## src/rtl/core/csfpb_pkg.sv

```systemverilog
// Shared types, constants and helpers for the fiber pointer builder.
// No dependencies; every other file in rtl/core imports this package.
package csfpb_pkg;

    localparam int MAX_MODES_DEFAULT  = 4;
    localparam int COORD_BITS_DEFAULT = 32;

    // Fixed widths of the transaction fields
    localparam int FIELD_W    = 32;
    localparam int CNT_W      = 32;
    localparam int LEVEL_BITS = 2;
    localparam int MODE_BITS  = 2;

    // Configuration port
    localparam int APB_DATA_W = 32;
    localparam int APB_ADDR_W = 3;
    localparam int MODES_W    = 3;
    localparam int ORDER_W    = 8;

    localparam logic REG_MODES_IN_USE = 1'b0;
    localparam logic REG_MODE_ORDER   = 1'b1;

    localparam logic [MODES_W-1:0] MODES_RESET = 3'd3;
    localparam logic [ORDER_W-1:0] ORDER_RESET = 8'd228;

    localparam int QUEUE_DEPTH = 2;

    // Coordinate field selects
    localparam logic [MODE_BITS-1:0] MODE_0 = 2'd0;
    localparam logic [MODE_BITS-1:0] MODE_1 = 2'd1;
    localparam logic [MODE_BITS-1:0] MODE_2 = 2'd2;
    localparam logic [MODE_BITS-1:0] MODE_3 = 2'd3;

    // Classification of one nonzero, handed from front to back
    typedef struct packed {
        logic [LEVEL_BITS-1:0] first_lvl;
        logic [LEVEL_BITS-1:0] leaf_lvl;
        logic                  last;
    } class_t;

    localparam int CLASS_W = $bits(class_t);

    function automatic logic [CNT_W-1:0] sat_inc(input logic [CNT_W-1:0] v);
        sat_inc = (v == {CNT_W{1'b1}}) ? v : v + CNT_W'(1);
    endfunction

endpackage

```

## src/rtl/core/csfpb_front.sv

```systemverilog
// Front end: orders the coordinates of each nonzero, compares with the previous
// tuple and classifies the first opened level. Depends on csfpb_pkg.
module csfpb_front #(
    parameter int MAX_MODES  = csfpb_pkg::MAX_MODES_DEFAULT,
    parameter int COORD_BITS = csfpb_pkg::COORD_BITS_DEFAULT
) (
    input  logic                                clk,
    input  logic                                rst_n,
    input  logic                                in_valid,
    input  logic                                q_full,
    input  logic [csfpb_pkg::FIELD_W-1:0]       coord_0,
    input  logic [csfpb_pkg::FIELD_W-1:0]       coord_1,
    input  logic [csfpb_pkg::FIELD_W-1:0]       coord_2,
    input  logic [csfpb_pkg::FIELD_W-1:0]       coord_3,
    input  logic                                is_last,
    input  logic [csfpb_pkg::MODES_W-1:0]       modes_in_use,
    input  logic [csfpb_pkg::ORDER_W-1:0]       mode_order,
    output logic                                push,
    output logic [(MAX_MODES-1)*COORD_BITS-1:0] push_tuple,
    output csfpb_pkg::class_t                   push_class
);
    import csfpb_pkg::*;

    localparam int SLOTS = MAX_MODES - 1;
    localparam logic [MODES_W-1:0] N_MAX = MODES_W'(MAX_MODES);
    localparam logic [MODES_W-1:0] N_MIN = MODES_W'(2);

    logic [COORD_BITS-1:0] prev_reg  [SLOTS];
    logic [COORD_BITS-1:0] prev_next [SLOTS];
    logic [COORD_BITS-1:0] cur       [SLOTS];
    logic                  first_pending_reg;
    logic                  first_pending_next;
    logic [MODES_W-1:0]    n_eff;
    logic [LEVEL_BITS-1:0] last_slot;
    logic [LEVEL_BITS-1:0] first_lvl;
    logic [MODE_BITS-1:0]  sel_mode;

    assign push = in_valid && !q_full;

    always_comb
    begin
        if (modes_in_use < N_MIN)
            n_eff = N_MIN;
        else if (modes_in_use > N_MAX)
            n_eff = N_MAX;
        else
            n_eff = modes_in_use;
        last_slot = LEVEL_BITS'(n_eff - MODES_W'(1));
    end

    // Order the level coordinates; the leaf slot is never compared
    always_comb
    begin
        sel_mode = MODE_0;
        for (int j = 0; j < SLOTS; j++)
        begin
            sel_mode = mode_order[MODE_BITS*j +: MODE_BITS];
            unique case (sel_mode)
                MODE_0: cur[j] = coord_0[COORD_BITS-1:0];
                MODE_1: cur[j] = coord_1[COORD_BITS-1:0];
                MODE_2: cur[j] = coord_2[COORD_BITS-1:0];
                MODE_3: cur[j] = coord_3[COORD_BITS-1:0];
                default: cur[j] = coord_0[COORD_BITS-1:0];
            endcase
            push_tuple[j*COORD_BITS +: COORD_BITS] = cur[j];
        end
    end

    // First differing slot; scan downward so the lowest wins
    always_comb
    begin
        first_lvl = last_slot;
        for (int j = SLOTS - 1; j >= 0; j--)
        begin
            if ((LEVEL_BITS'(j) < last_slot) && (cur[j] != prev_reg[j]))
                first_lvl = LEVEL_BITS'(j);
        end
        if (first_pending_reg)
            first_lvl = '0;
    end

    always_comb
    begin
        push_class.first_lvl = first_lvl;
        push_class.leaf_lvl  = LEVEL_BITS'(n_eff - N_MIN);
        push_class.last      = is_last;
    end

    always_comb
    begin
        prev_next          = prev_reg;
        first_pending_next = first_pending_reg;
        if (push)
        begin
            prev_next          = cur;
            first_pending_next = is_last;
        end
    end

    always_ff @(posedge clk or negedge rst_n)
    begin
        if (!rst_n)
        begin
            first_pending_reg <= 1'b1;
            for (int j = 0; j < SLOTS; j++)
            begin
                prev_reg[j] <= '0;
            end
        end
        else
        begin
            first_pending_reg <= first_pending_next;
            prev_reg          <= prev_next;
        end
    end

    a_first_in_range: assert property (@(posedge clk) disable iff (!rst_n)
        push |-> ({1'b0, push_class.first_lvl} <= ({1'b0, push_class.leaf_lvl} + 3'd1)))
        else $error("front: first opened level beyond leaf-parent");

endmodule

```

## src/rtl/core/csfpb_queue.sv

```systemverilog
// Short register queue that decouples the front end from the record sequencer.
// Depends on csfpb_pkg for its depth.
module csfpb_queue #(
    parameter int DATA_W = 8
) (
    input  logic              clk,
    input  logic              rst_n,
    input  logic              push,
    input  logic [DATA_W-1:0] push_data,
    output logic              full,
    input  logic              pop,
    output logic              head_valid,
    output logic [DATA_W-1:0] head_data
);
    import csfpb_pkg::*;

    localparam int PTR_W = (QUEUE_DEPTH > 1) ? $clog2(QUEUE_DEPTH) : 1;
    localparam int CNT_QW = $clog2(QUEUE_DEPTH + 1);
    localparam logic [CNT_QW-1:0] DEPTH_C = CNT_QW'(QUEUE_DEPTH);
    localparam logic [PTR_W-1:0]  LAST_P  = PTR_W'(QUEUE_DEPTH - 1);

    logic [DATA_W-1:0] mem [QUEUE_DEPTH];
    logic [PTR_W-1:0]  wr_ptr_reg, wr_ptr_next;
    logic [PTR_W-1:0]  rd_ptr_reg, rd_ptr_next;
    logic [CNT_QW-1:0] count_reg, count_next;

    assign full       = (count_reg == DEPTH_C);
    assign head_valid = (count_reg != '0);
    assign head_data  = mem[rd_ptr_reg];

    always_comb
    begin
        wr_ptr_next = wr_ptr_reg;
        rd_ptr_next = rd_ptr_reg;
        count_next  = count_reg;
        if (push)
            wr_ptr_next = (wr_ptr_reg == LAST_P) ? '0 : wr_ptr_reg + PTR_W'(1);
        if (pop)
            rd_ptr_next = (rd_ptr_reg == LAST_P) ? '0 : rd_ptr_reg + PTR_W'(1);
        if (push && !pop)
            count_next = count_reg + CNT_QW'(1);
        else if (pop && !push)
            count_next = count_reg - CNT_QW'(1);
    end

    always_ff @(posedge clk)
    begin
        if (push)
            mem[wr_ptr_reg] <= push_data;
    end

    always_ff @(posedge clk or negedge rst_n)
    begin
        if (!rst_n)
        begin
            wr_ptr_reg <= '0;
            rd_ptr_reg <= '0;
            count_reg  <= '0;
        end
        else
        begin
            wr_ptr_reg <= wr_ptr_next;
            rd_ptr_reg <= rd_ptr_next;
            count_reg  <= count_next;
        end
    end

    a_no_overflow: assert property (@(posedge clk) disable iff (!rst_n)
        (full && push) |-> pop)
        else $error("queue: push into full queue");

endmodule

```

## src/rtl/core/csfpb_back.sv

```systemverilog
// Back end: walks the opened levels of each queued nonzero, keeps the fiber
// counters and nonzero position, and drives the output register. Depends on csfpb_pkg.
module csfpb_back #(
    parameter int MAX_MODES  = csfpb_pkg::MAX_MODES_DEFAULT,
    parameter int COORD_BITS = csfpb_pkg::COORD_BITS_DEFAULT
) (
    input  logic                                clk,
    input  logic                                rst_n,
    input  logic                                q_valid,
    input  logic [(MAX_MODES-1)*COORD_BITS-1:0] q_tuple,
    input  csfpb_pkg::class_t                   q_class,
    output logic                                pop,
    output logic                                out_valid,
    input  logic                                out_stall,
    output logic [csfpb_pkg::LEVEL_BITS-1:0]    level,
    output logic [csfpb_pkg::FIELD_W-1:0]       fiber_id,
    output logic [csfpb_pkg::FIELD_W-1:0]       child_start,
    output logic [csfpb_pkg::FIELD_W-1:0]       index_value,
    output logic                                is_end_record,
    output logic                                last_of_run
);
    import csfpb_pkg::*;

    localparam int FC_DEPTH = MAX_MODES - 1;

    typedef enum logic {PH_REC, PH_END} phase_t;

    phase_t                phase_reg, phase_next;
    logic                  started_reg, started_next;
    logic [LEVEL_BITS-1:0] lvl_reg, lvl_next;
    logic [CNT_W-1:0]      fc_reg [FC_DEPTH];
    logic [CNT_W-1:0]      fc_next [FC_DEPTH];
    logic [CNT_W-1:0]      nzpos_reg, nzpos_next;

    logic                  out_valid_reg, out_valid_next;
    logic [LEVEL_BITS-1:0] level_reg, level_next;
    logic [FIELD_W-1:0]    fiber_id_reg, fiber_id_next;
    logic [FIELD_W-1:0]    child_start_reg, child_start_next;
    logic [FIELD_W-1:0]    index_value_reg, index_value_next;
    logic                  end_reg, end_next;
    logic                  last_reg, last_next;

    logic [LEVEL_BITS-1:0] cur_lvl;
    logic [LEVEL_BITS-1:0] sel_lvl;
    logic [LEVEL_BITS-1:0] sel_lvl_inc;
    logic [CNT_W-1:0]      fid_sel;
    logic [CNT_W-1:0]      child_sel;
    logic [CNT_W-1:0]      cs_sel;
    logic [COORD_BITS-1:0] idx_sel;
    logic                  out_free;

    assign out_valid     = out_valid_reg;
    assign level         = level_reg;
    assign fiber_id      = fiber_id_reg;
    assign child_start   = child_start_reg;
    assign index_value   = index_value_reg;
    assign is_end_record = end_reg;
    assign last_of_run   = last_reg;

    assign out_free = !out_valid_reg || !out_stall;

    // Level under work and the counters it reads
    always_comb
    begin
        cur_lvl     = started_reg ? lvl_reg : q_class.first_lvl;
        sel_lvl     = (phase_reg == PH_END) ? lvl_reg : cur_lvl;
        sel_lvl_inc = sel_lvl + LEVEL_BITS'(1);
        fid_sel     = '0;
        child_sel   = '0;
        idx_sel     = '0;
        for (int i = 0; i < FC_DEPTH; i++)
        begin
            if (LEVEL_BITS'(i) == sel_lvl)
            begin
                fid_sel = fc_reg[i];
                idx_sel = q_tuple[i*COORD_BITS +: COORD_BITS];
            end
            if (LEVEL_BITS'(i) == sel_lvl_inc)
                child_sel = fc_reg[i];
        end
        cs_sel = (sel_lvl == q_class.leaf_lvl) ? nzpos_reg : child_sel;
    end

    always_comb
    begin
        phase_next       = phase_reg;
        started_next     = started_reg;
        lvl_next         = lvl_reg;
        fc_next          = fc_reg;
        nzpos_next       = nzpos_reg;
        out_valid_next   = out_valid_reg && out_stall;
        level_next       = level_reg;
        fiber_id_next    = fiber_id_reg;
        child_start_next = child_start_reg;
        index_value_next = index_value_reg;
        end_next         = end_reg;
        last_next        = last_reg;
        pop              = 1'b0;

        if (q_valid)
        begin
            unique case (phase_reg)
                PH_REC:
                begin
                    if (cur_lvl > q_class.leaf_lvl)
                    begin
                        // identical prefix: no record; advance position, then pop or start end records
                        nzpos_next = sat_inc(nzpos_reg);
                        if (q_class.last)
                        begin
                            phase_next   = PH_END;
                            lvl_next     = '0;
                            started_next = 1'b1;
                        end
                        else
                        begin
                            pop          = 1'b1;
                            started_next = 1'b0;
                        end
                    end
                    else if (out_free)
                    begin
                        out_valid_next   = 1'b1;
                        level_next       = cur_lvl;
                        fiber_id_next    = fid_sel;
                        child_start_next = cs_sel;
                        index_value_next = FIELD_W'(idx_sel);
                        end_next         = 1'b0;
                        last_next        = (cur_lvl == q_class.leaf_lvl) && !q_class.last;
                        for (int i = 0; i < FC_DEPTH; i++)
                        begin
                            if (LEVEL_BITS'(i) == cur_lvl)
                                fc_next[i] = sat_inc(fc_reg[i]);
                        end
                        if (cur_lvl == q_class.leaf_lvl)
                        begin
                            nzpos_next = sat_inc(nzpos_reg);
                            if (q_class.last)
                            begin
                                phase_next   = PH_END;
                                lvl_next     = '0;
                                started_next = 1'b1;
                            end
                            else
                            begin
                                pop          = 1'b1;
                                started_next = 1'b0;
                            end
                        end
                        else
                        begin
                            lvl_next     = cur_lvl + LEVEL_BITS'(1);
                            started_next = 1'b1;
                        end
                    end
                end
                PH_END:
                begin
                    if (out_free)
                    begin
                        out_valid_next   = 1'b1;
                        level_next       = lvl_reg;
                        fiber_id_next    = fid_sel;
                        child_start_next = cs_sel;
                        index_value_next = '0;
                        end_next         = 1'b1;
                        last_next        = (lvl_reg == q_class.leaf_lvl);
                        if (lvl_reg == q_class.leaf_lvl)
                        begin
                            // pass closed: drop all counters
                            for (int i = 0; i < FC_DEPTH; i++)
                            begin
                                fc_next[i] = '0;
                            end
                            nzpos_next   = '0;
                            pop          = 1'b1;
                            phase_next   = PH_REC;
                            started_next = 1'b0;
                        end
                        else
                        begin
                            lvl_next = lvl_reg + LEVEL_BITS'(1);
                        end
                    end
                end
                default:
                begin
                    phase_next = PH_REC;
                end
            endcase
        end
    end

    always_ff @(posedge clk or negedge rst_n)
    begin
        if (!rst_n)
        begin
            phase_reg     <= PH_REC;
            started_reg   <= 1'b0;
            lvl_reg       <= '0;
            nzpos_reg     <= '0;
            out_valid_reg <= 1'b0;
            for (int i = 0; i < FC_DEPTH; i++)
            begin
                fc_reg[i] <= '0;
            end
        end
        else
        begin
            phase_reg     <= phase_next;
            started_reg   <= started_next;
            lvl_reg       <= lvl_next;
            nzpos_reg     <= nzpos_next;
            out_valid_reg <= out_valid_next;
            fc_reg        <= fc_next;
        end
    end

    always_ff @(posedge clk)
    begin
        level_reg       <= level_next;
        fiber_id_reg    <= fiber_id_next;
        child_start_reg <= child_start_next;
        index_value_reg <= index_value_next;
        end_reg         <= end_next;
        last_reg        <= last_next;
    end

    a_end_needs_last: assert property (@(posedge clk) disable iff (!rst_n)
        (phase_reg == PH_END) |-> (q_valid && q_class.last))
        else $error("back: end records without a last nonzero at queue head");

    a_head_held: assert property (@(posedge clk) disable iff (!rst_n)
        started_reg |-> q_valid)
        else $error("back: queue head lost while its levels are in progress");

    a_pass_cleared: assert property (@(posedge clk) disable iff (!rst_n)
        (pop && (phase_reg == PH_END)) |=> (nzpos_reg == '0))
        else $error("back: position not cleared after end of pass");

endmodule

```

## src/rtl/core/csf_fiber_pointer_builder_core.sv

```systemverilog
// Top level of the fiber pointer builder: configuration registers, front end,
// queue and record sequencer. Depends on csfpb_pkg, csfpb_front, csfpb_queue, csfpb_back.
//
// Sorted nonzeros enter one transaction per cycle while the two-entry queue
// has room; the front end compares each ordered tuple with the previous one
// in the cycle it is accepted. The record sequencer then issues one record
// per level a nonzero opens (from the first differing level down to the
// leaf-parent), none for a nonzero that opens no level, and one end record
// per level after a nonzero marked last. Records leave through a single
// output register at up to one per cycle while out_stall is low; the sequencer
// takes a new nonzero only once it is done with the current one. Counters
// saturate at all ones; after the last end record the counters, nonzero
// position and phase return to their reset values. Configuration is read back
// over the register port at byte address 0 (modes_in_use) and 4 (mode_order).
module csf_fiber_pointer_builder_core #(
    parameter int MAX_MODES  = csfpb_pkg::MAX_MODES_DEFAULT,
    parameter int COORD_BITS = csfpb_pkg::COORD_BITS_DEFAULT
) (
    input  logic                                 clk,
    input  logic                                 rst_n,
    input  logic                                 psel,
    input  logic                                 penable,
    input  logic                                 pwrite,
    input  logic [csfpb_pkg::APB_ADDR_W-1:0]     paddr,
    input  logic [csfpb_pkg::APB_DATA_W-1:0]     pwdata,
    output logic [csfpb_pkg::APB_DATA_W-1:0]     prdata,
    output logic                                 pready,
    input  logic                                 in_valid,
    output logic                                 in_stall,
    input  logic [csfpb_pkg::FIELD_W-1:0]        coord_0,
    input  logic [csfpb_pkg::FIELD_W-1:0]        coord_1,
    input  logic [csfpb_pkg::FIELD_W-1:0]        coord_2,
    input  logic [csfpb_pkg::FIELD_W-1:0]        coord_3,
    input  logic                                 is_last,
    output logic                                 out_valid,
    input  logic                                 out_stall,
    output logic [csfpb_pkg::LEVEL_BITS-1:0]     level,
    output logic [csfpb_pkg::FIELD_W-1:0]        fiber_id,
    output logic [csfpb_pkg::FIELD_W-1:0]        child_start,
    output logic [csfpb_pkg::FIELD_W-1:0]        index_value,
    output logic                                 is_end_record,
    output logic                                 last_of_run
);
    import csfpb_pkg::*;

    localparam int TUPLE_W = (MAX_MODES - 1) * COORD_BITS;
    localparam int ENTRY_W = TUPLE_W + CLASS_W;

    logic [MODES_W-1:0] modes_reg;
    logic [ORDER_W-1:0] order_reg;
    logic               cfg_write;
    logic               reg_sel;

    logic               push;
    logic               q_full;
    logic               pop;
    logic               q_valid;
    logic [TUPLE_W-1:0] push_tuple;
    class_t             push_class;
    logic [ENTRY_W-1:0] q_head;
    class_t             head_class;

    assign pready    = 1'b1;
    assign reg_sel   = paddr[2];
    assign cfg_write = psel && penable && pwrite && pready;

    always_comb
    begin
        unique case (reg_sel)
            REG_MODES_IN_USE: prdata = APB_DATA_W'(modes_reg);
            REG_MODE_ORDER:   prdata = APB_DATA_W'(order_reg);
            default:          prdata = '0;
        endcase
    end

    always_ff @(posedge clk or negedge rst_n)
    begin
        if (!rst_n)
        begin
            modes_reg <= MODES_RESET;
            order_reg <= ORDER_RESET;
        end
        else if (cfg_write)
        begin
            unique case (reg_sel)
                REG_MODES_IN_USE: modes_reg <= pwdata[MODES_W-1:0];
                REG_MODE_ORDER:   order_reg <= pwdata[ORDER_W-1:0];
                default:          modes_reg <= modes_reg;
            endcase
        end
    end

    assign in_stall = q_full;

    csfpb_front #(
        .MAX_MODES  (MAX_MODES),
        .COORD_BITS (COORD_BITS)
    ) u_front (
        .clk          (clk),
        .rst_n        (rst_n),
        .in_valid     (in_valid),
        .q_full       (q_full),
        .coord_0      (coord_0),
        .coord_1      (coord_1),
        .coord_2      (coord_2),
        .coord_3      (coord_3),
        .is_last      (is_last),
        .modes_in_use (modes_reg),
        .mode_order   (order_reg),
        .push         (push),
        .push_tuple   (push_tuple),
        .push_class   (push_class)
    );

    csfpb_queue #(
        .DATA_W (ENTRY_W)
    ) u_queue (
        .clk        (clk),
        .rst_n      (rst_n),
        .push       (push),
        .push_data  ({push_tuple, push_class}),
        .full       (q_full),
        .pop        (pop),
        .head_valid (q_valid),
        .head_data  (q_head)
    );

    assign head_class = class_t'(q_head[CLASS_W-1:0]);

    csfpb_back #(
        .MAX_MODES  (MAX_MODES),
        .COORD_BITS (COORD_BITS)
    ) u_back (
        .clk           (clk),
        .rst_n         (rst_n),
        .q_valid       (q_valid),
        .q_tuple       (q_head[ENTRY_W-1:CLASS_W]),
        .q_class       (head_class),
        .pop           (pop),
        .out_valid     (out_valid),
        .out_stall     (out_stall),
        .level         (level),
        .fiber_id      (fiber_id),
        .child_start   (child_start),
        .index_value   (index_value),
        .is_end_record (is_end_record),
        .last_of_run   (last_of_run)
    );

endmodule
```

## config.mk

```make
export PLATFORM = sky130hd
export DESIGN_NAME = csf_fiber_pointer_builder_core
export DESIGN_NICKNAME = d
export VERILOG_FILES = /design/src/rtl/core/csfpb_pkg.sv /design/src/rtl/core/csfpb_front.sv /design/src/rtl/core/csfpb_queue.sv /design/src/rtl/core/csfpb_back.sv /design/src/rtl/core/csf_fiber_pointer_builder_core.sv
export SDC_FILE = /design/constraint.sdc
export NUM_CORES = 1
export LEC_CHECK = 0
export ABC_AREA = 1
export BUFFER_PORTS_ARGS = -buffer_cell sky130_fd_sc_hd__clkbuf_2
export CAP_MARGIN = 10
export CORE_ASPECT_RATIO = 2
export CORE_MARGIN = 2
export CORE_UTILIZATION = 35
export DETAILED_ROUTE_END_ITERATION = 10
export HOLD_SLACK_MARGIN = 0.15
export PLACE_DENSITY = 0.64
export SYNTH_ARGS = -nofsm -noshare
export SYNTH_HDL_FRONTEND = slang
export SYNTH_HIERARCHICAL = 1
export SYNTH_SLANG_ARGS = --single-unit
```

## constraint.sdc

```tcl
create_clock -name clk -period 6.5 [get_ports clk]
set_clock_uncertainty 0.2 [all_clocks]
set_input_delay 1.3 -clock clk [delete_from_list [all_inputs] [get_ports clk]]
set_output_delay 1.3 -clock clk [all_outputs]
set_load 0.005 [all_outputs]
```

### Word-level counts from Yosys, hierarchy flattened

Memories as Yosys holds them, arrays and structs flattened.
Cells that the tools add are included.

* equality and inequality tests: 39
* mux-type cells: 100
* add/sub/neg operators: 13
* reductions and logical operators: 35
* bitwise logic cells: 2
* order comparisons: 6

Operators with widths (number)
* 2-to-1 mux 32 bit: 29
* 2-to-1 mux 96 bit: 4
* case mux 32 bit (4 select lines): 3
* case mux 32 bit (2 select lines): 5
* case mux 96 bit (2 select lines): 1
* adder 32 x 1 -> 32 bit, second input constant: 4
* equality test 32 bit, second input constant: 4
* inequality test 32 bit: 3
* 2-to-1 mux 2 bit: 19
* 2-to-1 mux 1 bit: 31
* AND reduction 7 bit: 3
* equality test 2 bit, second input constant: 7
* inequality test 2 bit, second input constant: 7
* logical NOT 2 bit: 6
* case mux 1 bit (2 select lines): 6
* AND reduction 4 bit: 3
* logical AND 1 bit: 10
* adder 2 x 1 -> 2 bit, second input constant: 4
* inequality test 2 x 1 -> 1 bit, second input constant: 4
* case mux 2 bit (2 select lines): 2
* equality test 1 x 2 -> 1 bit, first input constant: 3
* equality test 2 x 1 -> 1 bit, second input constant: 3
* equality test 2 bit: 3
* equality test 2 bit, first input constant: 3
* 15 further kinds: 28

* memory bits (writable): 202
* input port bits: 171
* flip-flop bits (word level): 345
* memories: 1

Memories
* u_queue.mem: words 2, bits a word 101, rd ports 1, clocked after Yosys merged registers in 0, write ports 1, RTL line csfpb_queue.sv:22 `logic [DATA_W-1:0] mem [QUEUE_DEPTH];`

### Longest topological paths before layout

An unclocked memory read counts as a cell.

* word-level depth: 12
* mapped depth: 21

### Modules after synthesis

The synthesis kept the hierarchy.

Modules (own cells, without submodules)
* csfpb_back: seq. area each 6331.1 um^2, times used 1, area an instance 15292.2 um^2, cells an instance 2347
* csfpb_front: seq. area each 2428.6 um^2, times used 1, area an instance 8414.3 um^2, cells an instance 1522
* csfpb_queue: seq. area each 6165.9 um^2, times used 1, area an instance 7817.5 um^2, cells an instance 339
* csf_fiber_pointer_builder_core: seq. area each 282.8 um^2, times used 1, area an instance 738.2 um^2, cells an instance 99

### Worst setup path after synthesis

Ideal clock, no wire load.

* kind: input -> register
* start point: input in_valid
* end point: memory u_queue/mem[0][0] (netlist bit), enable pin
* required time: 5.739 ns
* arrival time: 5.885 ns
* cell stages on the path: 4
* setup slack: -0.146 ns
* path buffers: 0
* cells stage by stage: inv_1 > nor2_1 > inv_1 > nor2_1

* cells in the longest elaborated chain, start to end: 3

RTL lines
* start: declaration: RTL line csf_fiber_pointer_builder_core.sv:28 `input logic in_valid,`
* logical AND 1 bit: RTL line csfpb_front.sv:38 `assign push = in_valid && !q_full;`
* named net push: RTL line csf_fiber_pointer_builder_core.sv:54 `logic push;`
* 2-to-1 mux 1 bit: RTL line csfpb_queue.sv:48 `if (push)`
* 2-to-1 mux 1 bit (implied by the code): RTL line csfpb_queue.sv:49 `mem[wr_ptr_reg] <= push_data;`
* end: declaration: RTL line csfpb_queue.sv:22

The timed path passes the listed nets, and every way through them passes these cells.

### Worst setup path after layout

* start point: register u_queue.rd_ptr_reg
* end point: register u_back/fc_reg[20] (netlist bit)

* cells in the longest elaborated chain, start to end: 5
* elaborated cells on any way between the ends: 9

RTL lines
* start: declaration: RTL line csfpb_queue.sv:24 `logic [PTR_W-1:0] rd_ptr_reg, rd_ptr_next;`
* start signal: assignment: RTL line csfpb_queue.sv:63 `rd_ptr_reg <= rd_ptr_next;`
* memory (2 x 101 bit) *
* named net q_head[4]: RTL line csf_fiber_pointer_builder_core.sv:60 `logic [ENTRY_W-1:0] q_head;`
* 2-to-1 mux 2 bit *: RTL line csfpb_back.sv:65 `cur_lvl = started_reg ? lvl_reg : q_class.first_lvl;`
* greater-than comparator 2 bit / equality test 2 bit (equally long branches): RTL line csfpb_back.sv:105, csfpb_back.sv:132
* inequality test 2 bit (no line) / inequality test 2 x 1 -> 1 bit (equally long branches)
* AND reduction 7 bit (no line) *
* end signal: assignment: RTL line csfpb_back.sv:215 `fc_reg <= fc_next;`
* end: declaration: RTL line csfpb_back.sv:31 `logic [CNT_W-1:0] fc_reg [FC_DEPTH];`

The timed path passes the listed nets; every way through them passes the cells marked *.
A chain may end at the register's enable or synchronous reset.

==> impl_results.md <==
* Synth Area in Compound Gates at roughly 5.2%
* DRT Wirelength at 107 mm
* Max VDD drop at about 0.36 mV
* Most common cell after layout, fill and taps aside: nand2_1
* Die Area at approximately 0.095 mm^2
* Post-layout min period at 4.66 ns
* Nets@finish at around 4700
* Worst Setup Start Kind: flip-flop
* Crit. End Element: flip-flop
* DRC at 0
* Die height at 433 um
* Post-synthesis simple-gate area fraction at between 30% and 40%
* Placed instance area at 0.0344 mm^2
* Post-CTS Setup Bufs at 0
* Via count at 28400
* Number of core rows at 157
* WL/cell at 18.7 um
* DP HPWL at 78.8 mm
* Crit path max fanout at 55
* Pre-CTS WS at 1.75 ns
* Least-Margin Pin Slew at 1.05 ns
* Max FFs per register at 202
* Hold Crit Class: flip-flop to flip-flop
* Hold slack at 0.267 ns
* Final max-slew violation count at 0
* Placer congestion estimate at approximately 1
* CP arrival at 5.03 ns
* Drt pass-1 iters at 6
* Mean Syn Cell Area at 7.49 um^2
* Most used cell, CP: nand2_1
* Clk sinks at 547
* Outcome: completed
* Drt via density at roughly 5.0
* Top cell family by delay on the critical path: simple AND/OR/NAND/NOR gates
* First-pass GRT wire length at 161 mm
* Crit Path Category: flip-flop to flip-flop
* Layout area overhead at 12.6%
* Most frequent cells in the layout: 1829 x nand2_1, 399 x nand3_1, 385 x inv_1, 385 x nor2_1, 302 x edfxtp_1
* Cell Chain, Critical Path: mux2_4 > nand2_1 > o21ai_2 > ha_1 > nand2_1 > nand2_1 > nand3_1 > nand3_1 > inv_2 > buf_4 > nand2_1 > nor2_4 > nand2_1 > nand2_1
* Gr usage total at around 22%
* Sequential fraction of the synthesis area at 47.1%
* Post-synth ARST share at between 40 and 50%
* Die width at 219 um
* Largest family of logic cells by synthesized area: simple AND/OR/NAND/NOR gates
* H-tree levels at 2
* Antenna violations before repair at 9
* Power density over cell area at 405 mW/mm^2
* Layout fillers at roughly 9700
* Largest net degree at the start of global routing at 128
* Tcrit/Tclk final at 71.7%
* Vias in the first global route at 27300
* Yosys reg bits at between 500 and 600
* CP Data Required Time at 6.87 ns
* Final Cell Area at 0.0363 mm^2
* Clock buffer depth at 3
* Setup tns final at 0 ns
* Hold Buf Count CTS at 0
* LEAKAGE at 0.0165 uW
* Initial cell density of the core at 35.2%
* Final hold viol count at 0
* Mapped Area at between 0.03 and 0.04 mm^2
* Placed cells at 5612
* Final non-filler cell total at 5719
* Number of flops mapped to enable cells by yosys at 302
* PostCTS Resize Cnt at 0
* Netlist cell types at 38
* Synthesis Warnings at 6
* Initial drt markers at 2248
* CP Buf/Inv Count at 2
* Max-cap violations at 0
* Slowest stage cell on the critical path: dfrtp_4
* Commonest register cell after synthesis: edfxtp_1
* Final setup margin at 1.84 ns
* Clock Latency Late Sink at approximately 0.64 ns
* Total CTS buffers at 53
* Core area at around 0.09 mm^2
* Io pins at 306
* Clk slew on worst S/H paths at 0.07 ns
* RSZ-0062 raised after global routing: false
* Crit-path max cell delay at 1.08 ns
* Post-Syn Instances at 4307
* CTS tree: built
* XOR/XNOR share of the synthesized area at 1.14%
* Slew HR at 29.9%
* Share of cells above drive strength 1 at around 12%
* Post-route ant nets at 0
* Fmax at 0.215 GHz
* # port buffers at 254
* Post-synthesis mux area share at 4.46%
* Overflow left after global routing at 0
* Final setup vio count at 0
* Root buf cell: clkbuf_16
* Synth Area in Adders at 0.465%
worst register-to-register path: stages, from the launching register on:
cell and delay (ns):
dfrtp_4 1.08, mux2_4 0.36, nand2_1 0.08, o21ai_2 0.10
ha_1 0.30, nand2_1 0.09, nand2_1 0.07, nand3_1 0.12
nand3_1 0.17, inv_2 0.07, buf_4 0.55, nand2_1 0.35
nor2_4 0.81, nand2_1 0.17, nand2_1 0.09
cell type report:
type	count	area, um^2	share of cell area [%]
Sequential cell	547	15200	41.9
Multi-Input combinational cell	3184	14600	40.2
Timing Repair Buffer	296	1630	4.50
Tap cell	1192	1490	4.10
Inverter	393	1480	4.07
Clock buffer	66	1480	4.07
Clock inverter	33	404	1.11
Antenna cell	8	20.0	0.0551
cell usage after synthesis, types with 7 or more instances:
cell type / instances / area share (%)
nor2_2: 10 / 0.19
nand4_1: 8 / 0.16
o211ai_1: 28 / 0.65
clkbuf_1: 71 / 0.83
buf_4: 49 / 1.1
dfstp_2: 7 / 0.57
inv_1: 388 / 4.5
nor3b_1: 8 / 0.19
buf_2: 70 / 1.1
edfxtp_1: 302 / 28
o21ai_0: 242 / 3.8
a21oi_1: 37 / 0.57
buf_6: 10 / 0.35
nand3_1: 399 / 6.2
xor2_1: 29 / 0.79
dfrtp_1: 238 / 18
nor2_1: 391 / 4.5
nand3b_1: 12 / 0.28
ha_1: 12 / 0.47
mux2_4: 80 / 3.7
mux2_2: 21 / 0.73
nand2_1: 1829 / 21
nor3_1: 11 / 0.17
xnor2_1: 13 / 0.35
power breakdown:
part / total [uW] / internal [uW] / leakage, uW / switching, uW
registers: 5610 / 4950 / 0.00609 / 659
logic: 5750 / 1780 / 0.00949 / 3970
clock network: 3370 / 1860 / 0.000907 / 1510
through the flow:
step           util, %  power (uW)
2_1_floorplan        -        9490
3_3_place_gp      37.6       11400
3_5_place_dp      37.6       11500
4_1_cts           39.7       14900
5_1_grt           39.7       15700
6_report          39.7       14700
kinds of logic (layout without fill, tap and decap cells):
group,count (synthesis),after routing
muxes,101,101
xor gates and xnor gates,42,42
buffers and inverters,599,788
DFF,547,547
AOI/OAI and AO/OA,315,315
other,2,33
adders and majority gates,12,12
and+or+nand+nor,2689,2689
metal layers:
layer  part of all wire (%)  global-route usage [%]  vias to the layer above  wire length [um]
met2                     52                    41.2                     1019             55000
met5                      0                       0                        -                 0
met3                    5.1                    2.94                      313              5400
li1                       -                       -                    14000                 -
met1                     35                    23.3                    13100             37500
met4                    8.2                    15.8                        0              8790
final timing paths:
check	from	endpoint	slack, ns	cells after the start
min reg2reg	order_reg[7]$_DFFE_PN1P_	order_reg[7]$_DFFE_PN1P_	0.27	2
min	order_reg[7]$_DFFE_PN1P_	order_reg[7]$_DFFE_PN1P_	0.27	2
max in group asynchronous	rst_n	u_front/prev_reg[49]$_DFFE_PN0P_	4.32	2
min in group asynchronous	rst_n	u_back/nzpos_reg[23]$_DFFE_PN0P_	0.46	1
max	u_queue/rd_ptr_reg$_DFFE_PN0P_	u_back/fc_reg[20]$_DFFE_PN0P_	1.84	14
max reg2reg	u_queue/rd_ptr_reg$_DFFE_PN0P_	u_back/fc_reg[20]$_DFFE_PN0P_	1.84	14
Power figures use the tool's default switching activity.
